==> config.mk <==
export PLATFORM = sky130hd
export DESIGN_NAME = ultrasonic_range_median
export DESIGN_NICKNAME = d
export VERILOG_FILES = /design/src/design/urm_pkg.sv /design/src/design/urm_ctrl.sv /design/src/design/urm_sort.sv /design/src/design/ultrasonic_range_median.sv
export VERILOG_INCLUDE_DIRS = /design/src /design/src/design
export SDC_FILE = /design/constraint.sdc
export NUM_CORES = 1
export LEC_CHECK = 0
export BUFFER_PORTS_ARGS = -buffer_cell sky130_fd_sc_hd__buf_2
export CORE_AREA = 2 2 143 145
export CTS_BUF_LIST = sky130_fd_sc_hd__clkbuf_2 sky130_fd_sc_hd__clkbuf_4 sky130_fd_sc_hd__clkbuf_8
export CTS_CLUSTER_DIAMETER = 200
export DETAILED_ROUTE_END_ITERATION = 8
export DIE_AREA = 0 0 145 147
export PLACE_DENSITY = 0.75
export SYNTH_ARGS = -nofsm -noshare
export SYNTH_HDL_FRONTEND = slang
export SYNTH_HIERARCHICAL = 1
export SYNTH_SLANG_ARGS = --single-unit
==> constraint.sdc <==
create_clock -name clock -period 10.6 [get_ports clock]
set_input_delay 2.12 -clock clock [delete_from_list [all_inputs] [get_ports clock]]
set_output_delay 2.12 -clock clock [all_outputs]
set_load 0.02 [all_outputs]
==> src/design/ultrasonic_range_median_macros.svh <==
// Assertion macros for the ultrasonic range median block.
// Included by the top level; uses the clock and reset ports by name.
`ifndef ULTRASONIC_RANGE_MEDIAN_MACROS_SVH
`define ULTRASONIC_RANGE_MEDIAN_MACROS_SVH

// Checked at every rising clock edge outside reset.
`define URM_ASSERT(lbl, prop, msg) \
   lbl: assert property (@(posedge clock) disable iff (reset) (prop)) else $error(msg);

// Checked at every rising clock edge, reset included.
`define URM_ASSERT_ALWAYS(lbl, prop, msg) \
   lbl: assert property (@(posedge clock) (prop)) else $error(msg);

`endif

==> src/design/urm_pkg.sv <==
// Shared constants and types for the ultrasonic range median block.
// No dependencies; imported by every module of the block.
`timescale 1ns / 1ps

package urm_pkg;

   localparam int ATTEMPTS   = 5;
   localparam int MEDIAN_IDX = (ATTEMPTS - 1) / 2;
   localparam int IDX_W      = (ATTEMPTS > 1) ? $clog2(ATTEMPTS) : 1;

   localparam int DIST_W = 12;
   localparam int QUOT_W = DIST_W - 1;
   localparam int WB_W   = 20;
   localparam int MW_W   = 16;
   localparam int GAP_W  = 16;
   localparam int TICK_W = 16;

   localparam int TICKS_PER_CM = 58;
   localparam int REM_W        = $clog2(TICKS_PER_CM);

   localparam logic [TICK_W-1:0] TRIG_LOW_TICKS  = TICK_W'(2);
   localparam logic [TICK_W-1:0] TRIG_HIGH_TICKS = TICK_W'(10);

   localparam logic [WB_W-1:0]  WAIT_BUDGET_RESET = WB_W'(50000);
   localparam logic [MW_W-1:0]  MAX_WIDTH_RESET   = MW_W'(58000);
   localparam logic [GAP_W-1:0] GAP_RESET         = GAP_W'(20000);

   // Register indexes on the configuration port.
   localparam int CSR_IDX_W = 2;
   localparam logic [CSR_IDX_W-1:0] CSR_WAIT_BUDGET = 2'd0;
   localparam logic [CSR_IDX_W-1:0] CSR_MAX_WIDTH   = 2'd1;
   localparam logic [CSR_IDX_W-1:0] CSR_GAP         = 2'd2;
   localparam int CSR_DATA_W = WB_W;

   typedef logic signed [DIST_W-1:0] dist_type;

   typedef struct packed {
      logic [WB_W-1:0]  wait_budget;
      logic [MW_W-1:0]  max_width;
      logic [GAP_W-1:0] gap;
   } cfg_type;

   // One finished attempt, handed to the median store.
   typedef struct packed {
      logic             wr;
      logic [IDX_W-1:0] idx;
      dist_type         value;
   } rec_type;

   typedef struct packed {
      logic trig;
      logic busy;
      logic done;
   } status_type;

endpackage

==> src/design/urm_ctrl.sv <==
// Attempt sequencer: trigger timing, wait budget, echo width and cm quotient.
// Depends on urm_pkg.
`timescale 1ns / 1ps

module urm_ctrl (
   input  logic                clock,
   input  logic                reset,
   input  logic                step,
   input  logic                start_req,
   input  logic                echo_level,
   input  urm_pkg::cfg_type    cfg,
   output urm_pkg::status_type status,
   output urm_pkg::rec_type    rec
);
   import urm_pkg::*;

   localparam logic [2:0] PH_IDLE      = 3'd0;
   localparam logic [2:0] PH_TRIG_LOW  = 3'd1;
   localparam logic [2:0] PH_TRIG_HIGH = 3'd2;
   localparam logic [2:0] PH_WAIT_END  = 3'd3;
   localparam logic [2:0] PH_WAIT_RISE = 3'd4;
   localparam logic [2:0] PH_MEASURE   = 3'd5;
   localparam logic [2:0] PH_GAP       = 3'd6;

   logic [2:0]        phase_ff, phase_in;
   logic [TICK_W-1:0] ticks_ff, ticks_in;
   logic [WB_W-1:0]   budget_ff, budget_in;
   logic [MW_W-1:0]   width_ff, width_in;
   logic [QUOT_W-1:0] quot_ff, quot_in;
   logic [REM_W-1:0]  rem_ff, rem_in;
   logic [IDX_W-1:0]  idx_ff, idx_in;

   logic              budget_ok;
   logic [TICK_W:0]   ticks_inc;
   logic              finish;
   dist_type          fin_value;

   assign budget_ok = budget_ff < cfg.wait_budget;
   assign ticks_inc = {1'b0, ticks_ff} + 1'b1;

   always_comb begin
      phase_in  = phase_ff;
      ticks_in  = ticks_ff;
      budget_in = budget_ff;
      width_in  = width_ff;
      quot_in   = quot_ff;
      rem_in    = rem_ff;
      idx_in    = idx_ff;
      finish    = 1'b0;
      fin_value = '1;
      status    = '0;

      unique case (phase_ff)
         PH_IDLE: begin
            if (start_req) begin
               phase_in  = PH_TRIG_LOW;
               ticks_in  = '0;
               budget_in = '0;
               width_in  = '0;
               quot_in   = '0;
               rem_in    = '0;
               idx_in    = '0;
            end
         end
         PH_TRIG_LOW: begin
            ticks_in = ticks_inc[TICK_W-1:0];
            if (ticks_inc >= {1'b0, TRIG_LOW_TICKS}) begin
               phase_in = PH_TRIG_HIGH;
               ticks_in = '0;
            end
         end
         PH_TRIG_HIGH: begin
            status.trig = 1'b1;
            ticks_in    = ticks_inc[TICK_W-1:0];
            if (ticks_inc >= {1'b0, TRIG_HIGH_TICKS}) begin
               phase_in  = PH_WAIT_END;
               ticks_in  = '0;
               budget_in = '0;
            end
         end
         PH_WAIT_END: begin
            // A low sample here already counts as the first tick of the rise wait.
            if (!budget_ok) begin
               finish = 1'b1;
            end else begin
               budget_in = budget_ff + 1'b1;
               if (!echo_level) begin
                  phase_in = PH_WAIT_RISE;
               end
            end
         end
         PH_WAIT_RISE: begin
            if (echo_level) begin
               phase_in = PH_MEASURE;
               width_in = '0;
               quot_in  = '0;
               rem_in   = '0;
            end else if (!budget_ok) begin
               finish = 1'b1;
            end else begin
               budget_in = budget_ff + 1'b1;
            end
         end
         PH_MEASURE: begin
            if (!echo_level) begin
               finish    = 1'b1;
               fin_value = dist_type'({1'b0, quot_ff});
            end else if (!budget_ok || width_ff >= cfg.max_width) begin
               finish = 1'b1;
            end else begin
               // Quotient and remainder by the cm constant track the width.
               budget_in = budget_ff + 1'b1;
               width_in  = width_ff + 1'b1;
               if (rem_ff == REM_W'(TICKS_PER_CM - 1)) begin
                  rem_in  = '0;
                  quot_in = quot_ff + 1'b1;
               end else begin
                  rem_in = rem_ff + 1'b1;
               end
            end
         end
         PH_GAP: begin
            ticks_in = ticks_inc[TICK_W-1:0];
            if (ticks_inc >= {1'b0, cfg.gap}) begin
               phase_in = PH_TRIG_LOW;
               ticks_in = '0;
            end
         end
         default: begin
            phase_in = PH_IDLE;
         end
      endcase

      if (finish) begin
         budget_in = '0;
         width_in  = '0;
         quot_in   = '0;
         rem_in    = '0;
         ticks_in  = '0;
         if (idx_ff == IDX_W'(ATTEMPTS - 1)) begin
            phase_in    = PH_IDLE;
            idx_in      = '0;
            status.done = 1'b1;
         end else begin
            idx_in   = idx_ff + 1'b1;
            phase_in = (cfg.gap == '0) ? PH_TRIG_LOW : PH_GAP;
         end
      end

      status.busy = (phase_in != PH_IDLE);
   end

   assign rec.wr    = finish;
   assign rec.idx   = idx_ff;
   assign rec.value = fin_value;

   always_ff @(posedge clock) begin
      if (reset) begin
         phase_ff  <= PH_IDLE;
         ticks_ff  <= '0;
         budget_ff <= '0;
         width_ff  <= '0;
         quot_ff   <= '0;
         rem_ff    <= '0;
         idx_ff    <= '0;
      end else if (step) begin
         phase_ff  <= phase_in;
         ticks_ff  <= ticks_in;
         budget_ff <= budget_in;
         width_ff  <= width_in;
         quot_ff   <= quot_in;
         rem_ff    <= rem_in;
         idx_ff    <= idx_in;
      end
   end

endmodule

==> src/design/urm_sort.sv <==
// Sorted reading store: each reading is inserted in order as it arrives,
// so the median is one fixed entry after the last insert. Depends on urm_pkg.
`timescale 1ns / 1ps

module urm_sort (
   input  logic              clock,
   input  logic              step,
   input  urm_pkg::rec_type  rec,
   output urm_pkg::dist_type median
);
   import urm_pkg::*;

   dist_type sorted_ff [ATTEMPTS];
   dist_type sorted_in [ATTEMPTS];
   logic     above     [ATTEMPTS];

   // Entries at or past the fill index count as larger than anything.
   for (genvar p = 0; p < ATTEMPTS; p++) begin : g_ins
      assign above[p] = (IDX_W'(p) >= rec.idx) || (sorted_ff[p] > rec.value);
      if (p == 0) begin : g_first
         assign sorted_in[p] = above[p] ? rec.value : sorted_ff[p];
      end else begin : g_rest
         assign sorted_in[p] = !above[p]     ? sorted_ff[p] :
                               !above[p - 1] ? rec.value    : sorted_ff[p - 1];
      end
   end

   assign median = sorted_in[MEDIAN_IDX];

   always_ff @(posedge clock) begin
      if (step && rec.wr) begin
         sorted_ff <= sorted_in;
      end
   end

endmodule

==> src/design/ultrasonic_range_median.sv <==
// Top level of the ultrasonic range median block: input and result registers,
// configuration registers, handshakes. Depends on urm_pkg, urm_ctrl, urm_sort.
//
//   Channel  Ports    Direction  Carries
//   request  req_*    in         one tick: start_req, echo_level
//   response rsp_*    out        one tick: trigger, busy, done, distance
//   config   csr_*    in         register writes, no read-back
//
// Each accepted tick yields one result; a new tick is taken every cycle while the
// result register is not stalled. A tick passes the input register, then the
// sequencer and the sorted-insert logic feeding the result register.
// Reset is synchronous and returns the sequencer to idle with default registers.
// A stalled result register holds the input register, which then drops req_ready.
`timescale 1ns / 1ps

module ultrasonic_range_median (
   input  logic                                clock,
   input  logic                                reset,
   input  logic                                req_valid,
   output logic                                req_ready,
   input  logic                                req_start_req,
   input  logic                                req_echo_level,
   output logic                                rsp_valid,
   input  logic                                rsp_ready,
   output logic                                rsp_trigger_level,
   output logic                                rsp_busy_res,
   output logic                                rsp_done_res,
   output logic signed [urm_pkg::DIST_W-1:0]   rsp_distance_cm,
   input  logic                                csr_wr_en,
   input  logic [urm_pkg::CSR_IDX_W-1:0]       csr_index,
   input  logic [urm_pkg::CSR_DATA_W-1:0]      csr_wdata
);
   import urm_pkg::*;

`include "ultrasonic_range_median_macros.svh"

   cfg_type    cfg_ff;
   logic       in_valid_ff;
   logic       in_start_ff;
   logic       in_echo_ff;
   logic       out_valid_ff;
   status_type out_status_ff;
   dist_type   out_dist_ff;

   logic       step;
   logic       req_xfer;
   status_type status;
   rec_type    rec;
   dist_type   median;

   assign step      = in_valid_ff && (!out_valid_ff || rsp_ready);
   assign req_ready = !in_valid_ff || step;
   assign req_xfer  = req_valid && req_ready;

   always_ff @(posedge clock) begin
      if (reset) begin
         cfg_ff.wait_budget <= WAIT_BUDGET_RESET;
         cfg_ff.max_width   <= MAX_WIDTH_RESET;
         cfg_ff.gap         <= GAP_RESET;
      end else if (csr_wr_en) begin
         unique case (csr_index)
            CSR_WAIT_BUDGET: cfg_ff.wait_budget <= csr_wdata[WB_W-1:0];
            CSR_MAX_WIDTH:   cfg_ff.max_width   <= csr_wdata[MW_W-1:0];
            CSR_GAP:         cfg_ff.gap         <= csr_wdata[GAP_W-1:0];
            default: ;
         endcase
      end
   end

   always_ff @(posedge clock) begin
      if (reset) begin
         in_valid_ff  <= 1'b0;
         out_valid_ff <= 1'b0;
      end else begin
         if (req_xfer) begin
            in_valid_ff <= 1'b1;
         end else if (step) begin
            in_valid_ff <= 1'b0;
         end
         if (step) begin
            out_valid_ff <= 1'b1;
         end else if (rsp_ready) begin
            out_valid_ff <= 1'b0;
         end
      end
   end

   always_ff @(posedge clock) begin
      if (req_xfer) begin
         in_start_ff <= req_start_req;
         in_echo_ff  <= req_echo_level;
      end
      if (step) begin
         out_status_ff <= status;
         out_dist_ff   <= status.done ? median : dist_type'(0);
      end
   end

   urm_ctrl u_ctrl (
      .clock      (clock),
      .reset      (reset),
      .step       (step),
      .start_req  (in_start_ff),
      .echo_level (in_echo_ff),
      .cfg        (cfg_ff),
      .status     (status),
      .rec        (rec)
   );

   urm_sort u_sort (
      .clock  (clock),
      .step   (step),
      .rec    (rec),
      .median (median)
   );

   assign rsp_valid         = out_valid_ff;
   assign rsp_trigger_level = out_status_ff.trig;
   assign rsp_busy_res      = out_status_ff.busy;
   assign rsp_done_res      = out_status_ff.done;
   assign rsp_distance_cm   = out_dist_ff;

   // The sequencer goes idle on the tick that reports the median.
   `URM_ASSERT(a_done_not_busy, out_valid_ff && out_status_ff.done |-> !out_status_ff.busy, "done while busy")
   // A distance is only carried on the done tick.
   `URM_ASSERT(a_dist_only_done, out_valid_ff && !out_status_ff.done |-> out_dist_ff == dist_type'(0), "distance without done")
   // The trigger is driven only within a running sequence.
   `URM_ASSERT(a_trig_in_seq, out_valid_ff && out_status_ff.trig |-> out_status_ff.busy, "trigger while idle")
   // A held input item is not consumed while the result register is full.
   `URM_ASSERT(a_stall_holds, in_valid_ff && out_valid_ff && !rsp_ready |=> in_valid_ff && $stable(in_echo_ff) && $stable(in_start_ff), "input item lost in stall")
   // Nothing is in flight right after reset.
   `URM_ASSERT_ALWAYS(a_reset_empty, reset |=> !in_valid_ff && !out_valid_ff, "pipeline not empty after reset")

endmodule
==> impl_metrics.py, run 1 <==
metrics = {
    "layout": {
        "post-route-util_pct": 60.38,
        "finalNonFillerCells": 1558,
        "antennaDiodeCount": 0,
        "fin_nets": 1398,
        "drive_gt1_share_pct": 11.18,
        "syn_to_final_growth_pct": 6.257,
    },
    "grt": {
        "grt_pass1_wl_microns": 42010,
        "grt_usage_pct": 23.83,
        "grt_pass1_vias": 8702,
        "grt_overflow": 0,
        "antenna_found_initial": 0,
        "grt_max_degree": 103,
    },
    "route": {
        "via_per_inst": 5.839,
        "drtIter0Drc": 668,
        "ant_nets": 0,
        "dr.pass1.iters": 5,
        "wire_per_inst_microns": 16.23,
        "drc": 0,
        "vias": 9097,
        "finalWirelength_microns": 25280,
    },
    "worst_setup_path": {
        "crit_path_end_kind": "flop",
        "worstPathCellList": "nor2b_1 > nand2_1 > or3_1 > inv_1 > ha_1 > nor2b_1 > o211ai_1 > a211oi_1 > o31ai_2 > mux2_2 > mux2_1 > and2_1",
        "cp_max_fo": 23,
        "cp_slowest_stage_delay_ns": 0.92,
        "crit_type": "reg -> reg",
        "slowest_stage": "o31ai_2",
        "arrival_ns": 4.96,
        "cp-start-kind": "flop",
        "required_ns": 10.84,
        "cpMostUsedCell": "nor2b_1",
    },
    "timing": {
        "fin_crit_sh_pct": 44.47,
        "maxSlewHeadroom_pct": 21.30,
        "period_minus_slack_ns": 4.714,
        "rsz0062_at_grt": "false",
        "worst_pin_slew_ns": 1.180,
        "final-setup-viol-count": 0,
        "maxSlewViolCount": 0,
        "hold_slack_ns": 0.4792,
        "hold_violations": 0,
        "fmax_ghz": 0.2121,
        "finalSetupTns_ns": 0,
        "skew_ns": 0.01515,
    },
    "synthesis": {
        "synthMuxAreaShare_pct": 8.843,
        "syn_nets": 1386,
        "synth_compound_area_share_pct": 13.68,
        "postSynthAreaPerCell_sq_um": 8.929,
        "synth_simple_gate_area_share_pct": 22.84,
        "async_flop_share_pct": 0,
        "post-synth-top-count-cell": "dfxtp_1",
        "ys_top_cells_by_area": "dfxtp_1 23%, edfxtp_1 14%, ha_1 10%",
        "yosysUniqueCellTypes": 83,
        "syn_inst": 1263,
        "synth_fa_ha_area_share_pct": 10.43,
        "yosysWarnings": 6,
        "yosysTopAreaCellShare_pct": 22.90,
        "seq_area_frac_synth_pct": 37.01,
        "synth_top_family_by_area": "simple AND/OR/NAND/NOR gates",
        "synth-xor-area-share_pct": 1.309,
        "synth_seq_cells": 182,
        "synth_ff_type": "dfxtp_1",
        "synth_edf_count": 53,
        "yosysTopAreaCell": "dfxtp_1",
        "synthTopCellsByCount": "129 x dfxtp_1, 100 x inv_1, 97 x nor2_1",
        "synth_area_sq_um": 11280,
    },
    "power_and_ir_drop": {
        "vdd_ir_drop_max_mv": 0.09215,
        "p_leak_nw": 4.882,
        "design_power_total_mw": 1.291,
        "power_density_nw_per_um2": 107.7,
    },
    "min_path": {
        "worst_hold_path_type": "reg -> reg",
    },
    "clocking": {
        "clock-root-buffer": "clkbuf_8",
        "post_cts_resized": 0,
        "cts_sinks": 182,
        "path_clk_slew_ns": 0.11,
        "tritoncts": "yes",
        "cts_max_path_buffers": 2,
        "cts_setup_buffers": 0,
        "cts_buffers": 17,
        "hold_buffers": 0,
        "insertion_delay_ns": 0.47,
        "h-tree-depth": 4,
    },
    "run_status": {
        "status": "finished, final reports clean",
    },
    "die": {
        "dieArea_sq_um": 21320,
        "coreArea_sq_um": 19840,
        "die_x_microns": 145,
        "ios": 46,
        "die_h_microns": 147,
        "fp-row-count": 52,
        "initial_utilization_pct": 56.83,
    },
    "place": {
        "dp_hpwl_microns": 18640,
        "port_buffers": 45,
        "gp_congestion": 0.8873,
        "dp_cells": 1526,
    },
    "flow_run": {
        "maxCapViolations": 0,
    },
}
## critical path: cells and delay by family (launching register included)
family          cells  cell delay [ns]
fa+ha+maj           1             0.26
mux                 2             0.73
simple gates        5             1.34
compound gates      3             1.20
buf+inv             1             0.14
flops               1             0.80
## cell families after synthesis
| group | Yosys count |
|---|---|
| multiplexers | 92 |
| AO/OA/AOI/OAI | 238 |
| flip-flops | 182 |
| buffers and inverters | 158 |
| XOR/XNOR | 16 |
| AND/OR/NAND/NOR | 483 |
| adder cells (fa/ha/maj) | 94 |
## cell type report
class,instances,area (sq um)
multi-input cells,923,6440
fillers,1750,7861
repair buffers,51,272.8
inverters,100,375.4
flip-flops and latches,182,4174
clock buffers,18,247.7
well taps,270,337.8
clock inverters,14,135.1
## per-stage QoR
stage	cell area [sq um]	setup WS, ns
after CTS	11980	5.894
after global placement	11600	5.734
after global routing	11980	5.586
after detailed placement	11600	5.582
after floorplan	11280	6.060
final	11980	5.886
## state kept, by name, indices dropped and copies added (netlist names)
name and cells:
u_ctrl/ticks_ff 16, rsp_valid 1, u_ctrl/budget_ff 20, rsp_trigger_level 1, cfg_ff 52, rsp_busy_res 1, u_ctrl/width_ff 16, u_ctrl/phase_ff 3
u_ctrl/quot_ff 11, u_sort/sorted_ff 36, rsp_distance_cm 12, in_valid_ff 1, u_ctrl/idx_ff 3, in_echo_ff 1, in_start_ff 1, u_ctrl/rem_ff 6
rsp_done_res 1
## power by group
group	total, mW	switching, mW	internal [mW]	leakage [nW]
clock	0.465	0.285	0.181	0.198
combinational	0.0927	0.0584	0.0343	3.27
sequential	0.733	0.00962	0.723	1.42
## path summary, 6_finish.rpt
kind,startpoint,end,slack [ns],cells past startpoint
worst max-delay path,u_ctrl/phase_ff[2],rsp_distance_cm[9],5.89,12
worst min-delay path,cfg_ff[28],cfg_ff[28],0.48,2
worst max register to register,u_ctrl/phase_ff[2],rsp_distance_cm[9],5.89,12
worst min register to register,cfg_ff[28],cfg_ff[28],0.48,2
## metal layers
layer,share of wire (%),track usage [%],vias up
li1,-,-,4545
met1,47,31.95,4310
met2,48,40.76,206
met3,3.8,3.323,36
met4,1.6,6.089,0
met5,0,0,-
## placed cells by master (no fill, tap or decap), types with 8 or more instances in the layout
cell type | netlist | final
dfxtp_1 | 129 | 129
inv_1 | 100 | 100
nor2_1 | 97 | 97
ha_1 | 94 | 94
nand2_1 | 90 | 90
a21oi_1 | 73 | 73
nand2b_1 | 61 | 61
o21ai_0 | 61 | 61
nand3_1 | 59 | 59
mux2i_1 | 58 | 58
edfxtp_1 | 53 | 53
buf_2 | 18 | 44
or3_1 | 27 | 27
mux2_2 | 24 | 24
and3_1 | 22 | 22
and2_1 | 19 | 19
nor3_1 | 19 | 19
clkbuf_8 | 0 | 18
nand4_1 | 18 | 18
nor4_1 | 14 | 14
nor3b_1 | 14 | 14
o31ai_1 | 13 | 13
a21o_1 | 11 | 11
nor2b_1 | 9 | 9
mux2_4 | 9 | 9
nand3b_1 | 8 | 8
xnor2_1 | 8 | 8
No activity file was read; power rests on OpenSTA's default activity.
==> run 2, diff against run 1 <==
==> constraint.sdc (replaced) <==
create_clock -name clock -period 4.7 [get_ports clock]
set_input_delay 0.94 -clock clock [delete_from_list [all_inputs] [get_ports clock]]
set_output_delay 0.94 -clock clock [all_outputs]
set_load 0.02 [all_outputs]
==> run 2 against run 1 <==
  * Final cell count increased by 0.39%
  * Cell area grew 0.59%
  * Die area did not move
  * Largest power group unchanged
==> impl_metrics.py, run 2 (synthesis results as in run 1) <==
metrics = {
    "run_status": {
        "status": "finished, final reports clean",
    },
    "grt": {
        "grt_max_degree": 86,
        "grt_usage_pct": 24.33,
        "grt_pass1_wl_microns": 42830,
        "grt_overflow": 0,
        "antenna_found_initial": 0,
        "grt_pass1_vias": 8787,
    },
    "timing": {
        "rsz0062_at_grt": "false",
        "hold_violations": 0,
        "maxSlewViolCount": 0,
        "finalSetupTns_ns": 0,
        "fin_crit_sh_pct": 88.65,
        "final-setup-viol-count": 0,
        "worst_pin_slew_ns": 1.236,
        "period_minus_slack_ns": 4.167,
        "maxSlewHeadroom_pct": 17.61,
        "fmax_ghz": 0.2400,
        "skew_ns": 0.02072,
    },
    "power_and_ir_drop": {
        "p_leak_nw": 4.917,
        "p_int_mw": 2.171,
        "power.share.clock_pct": 37.3,
        "design_power_total_mw": 2.974,
        "p_switching_mw": 0.8029,
        "power_density_nw_per_um2": 246.7,
        "switching_share_pct": 27.00,
        "pwr-share-comb_pct": 7.0,
        "vdd_ir_drop_max_mv": 0.1950,
        "pwr-share-seq_pct": 55.7,
    },
    "place": {
        "gp_congestion": 0.9156,
        "dp_hpwl_microns": 18710,
        "port_buffers": 45,
        "dp_cells": 1532,
    },
    "die": {
        "die_x_microns": 145,
        "fp-row-count": 52,
        "coreArea_sq_um": 19840,
        "initial_utilization_pct": 56.83,
        "die_h_microns": 147,
        "ios": 46,
        "dieArea_sq_um": 21320,
    },
    "route": {
        "finalWirelength_microns": 25650,
        "via_per_inst": 5.848,
        "dr.pass1.iters": 6,
        "drtIter0Drc": 604,
        "wire_per_inst_microns": 16.40,
        "drc": 0,
        "ant_nets": 0,
        "vias": 9146,
    },
    "worst_setup_path": {
        "arrival_ns": 4.30,
        "cp-start-kind": "flop",
        "crit_type": "reg -> reg",
        "cp_max_fo": 13,
        "crit_path_end_kind": "flop",
        "required_ns": 4.83,
    },
    "clocking": {
        "hold_buffers": 0,
        "cts_buffers": 17,
        "tritoncts": "yes",
        "post_cts_resized": 0,
        "path_clk_slew_ns": 0.11,
        "cts_sinks": 182,
        "cts_max_path_buffers": 2,
        "cts_setup_buffers": 0,
        "h-tree-depth": 4,
        "clock-root-buffer": "clkbuf_8",
        "insertion_delay_ns": 0.47,
    },
    "layout": {
        "fin_nets": 1404,
        "antennaDiodeCount": 0,
        "finalNonFillerCells": 1564,
        "syn_to_final_growth_pct": 6.879,
        "final_common_cell": "dfxtp_1",
        "drive_gt1_share_pct": 11.67,
        "layout_common_cells": "129 x dfxtp_1, 100 x inv_1, 97 x nor2_1",
        "largest-register": "cfg_ff",
        "top_regs": "cfg_ff x52, u_sort/sorted_ff x36, u_ctrl/budget_ff x20",
        "largest_reg_flops": 52,
    },
    "min_path": {
        "worst_hold_path_type": "reg -> reg",
    },
    "flow_run": {
        "maxCapViolations": 0,
    },
}
-- run 2: cell types whose count changed in the layout (fill, tap and decap cells not counted), sizes merged --
cell,previous run,this run
buf,51,57
clkinv,6,3
bufinv,0,1
clkinvlp,0,1
inv,108,109
-- run 2: cell type report --
class	count	area, sq um
tap	270	337.8
fill	1722	7791
sequential	182	4174
multi-input combinational	923	6440
clock inverter	14	160.2
clock buffer	18	247.7
inverter	100	375.4
timing repair buffer	57	317.8
-- run 2: layer usage --
metal | vias to the layer above | wire length [microns] | global-route usage, %
met5 | - | 0 | 0
met4 | 0 | 355 | 6.337
met3 | 25 | 929 | 3.168
met2 | 222 | 12310 | 41.50
met1 | 4345 | 12060 | 32.81
li1 | 4554 | - | -
-- run 2: worst paths after layout --
path                           start  cells past startpoint                    to  slack (ns)
hold / removal           in_valid_ff                      2             rsp_valid        0.46
setup reg to reg  u_ctrl/phase_ff[1]                     11  u_sort/sorted_ff[53]        0.53
setup / recovery  u_ctrl/phase_ff[1]                     11  u_sort/sorted_ff[53]        0.53
hold reg to reg          in_valid_ff                      2             rsp_valid        0.46
-- run 2: power groups by stage --
| stage | Sequential (mW) | Clock [mW] | Combinational (mW) |
|---|---|---|---|
| 5_1_grt | 1.66 | 1.19 | 0.233 |
| 4_1_cts | 1.65 | 1.13 | 0.208 |
| 6_report | 1.65 | 1.11 | 0.209 |
| 3_3_place_gp | 1.69 | 0 | 0.204 |
| 2_1_floorplan | 1.69 | 0 | 0.148 |
| 3_5_place_dp | 1.69 | 0 | 0.207 |
-- run 2: critical path: stages, from the launching register on --
cell and delay (ns):
dfxtp_1 0.46, nor2b_1 0.29, nand2_1 0.27, or3_1 0.44, inv_1 0.14, ha_1 0.27, and3_4 0.21, a221oi_2 0.25
o21ai_1 0.10, or3_4 0.39, a31oi_4 0.58, nor2_1 0.42
-- run 2: per-stage QoR --
| stage | cell area (sq um) | hold slack, ns | utilization (%) | setup WS, ns |
|---|---|---|---|---|
| 2_1_floorplan | 11280 | 0.4271 | - | 1.154 |
| 3_3_place_gp | 11640 | 0.4515 | 58.68 | 0.7458 |
| 3_5_place_dp | 11640 | 0.4584 | 58.68 | 0.6296 |
| 4_1_cts | 12050 | 0.4771 | 60.74 | 0.5838 |
| 5_1_grt | 12050 | 0.4926 | 60.74 | 0.1440 |
| 6_report | 12050 | 0.4646 | 60.74 | 0.5334 |
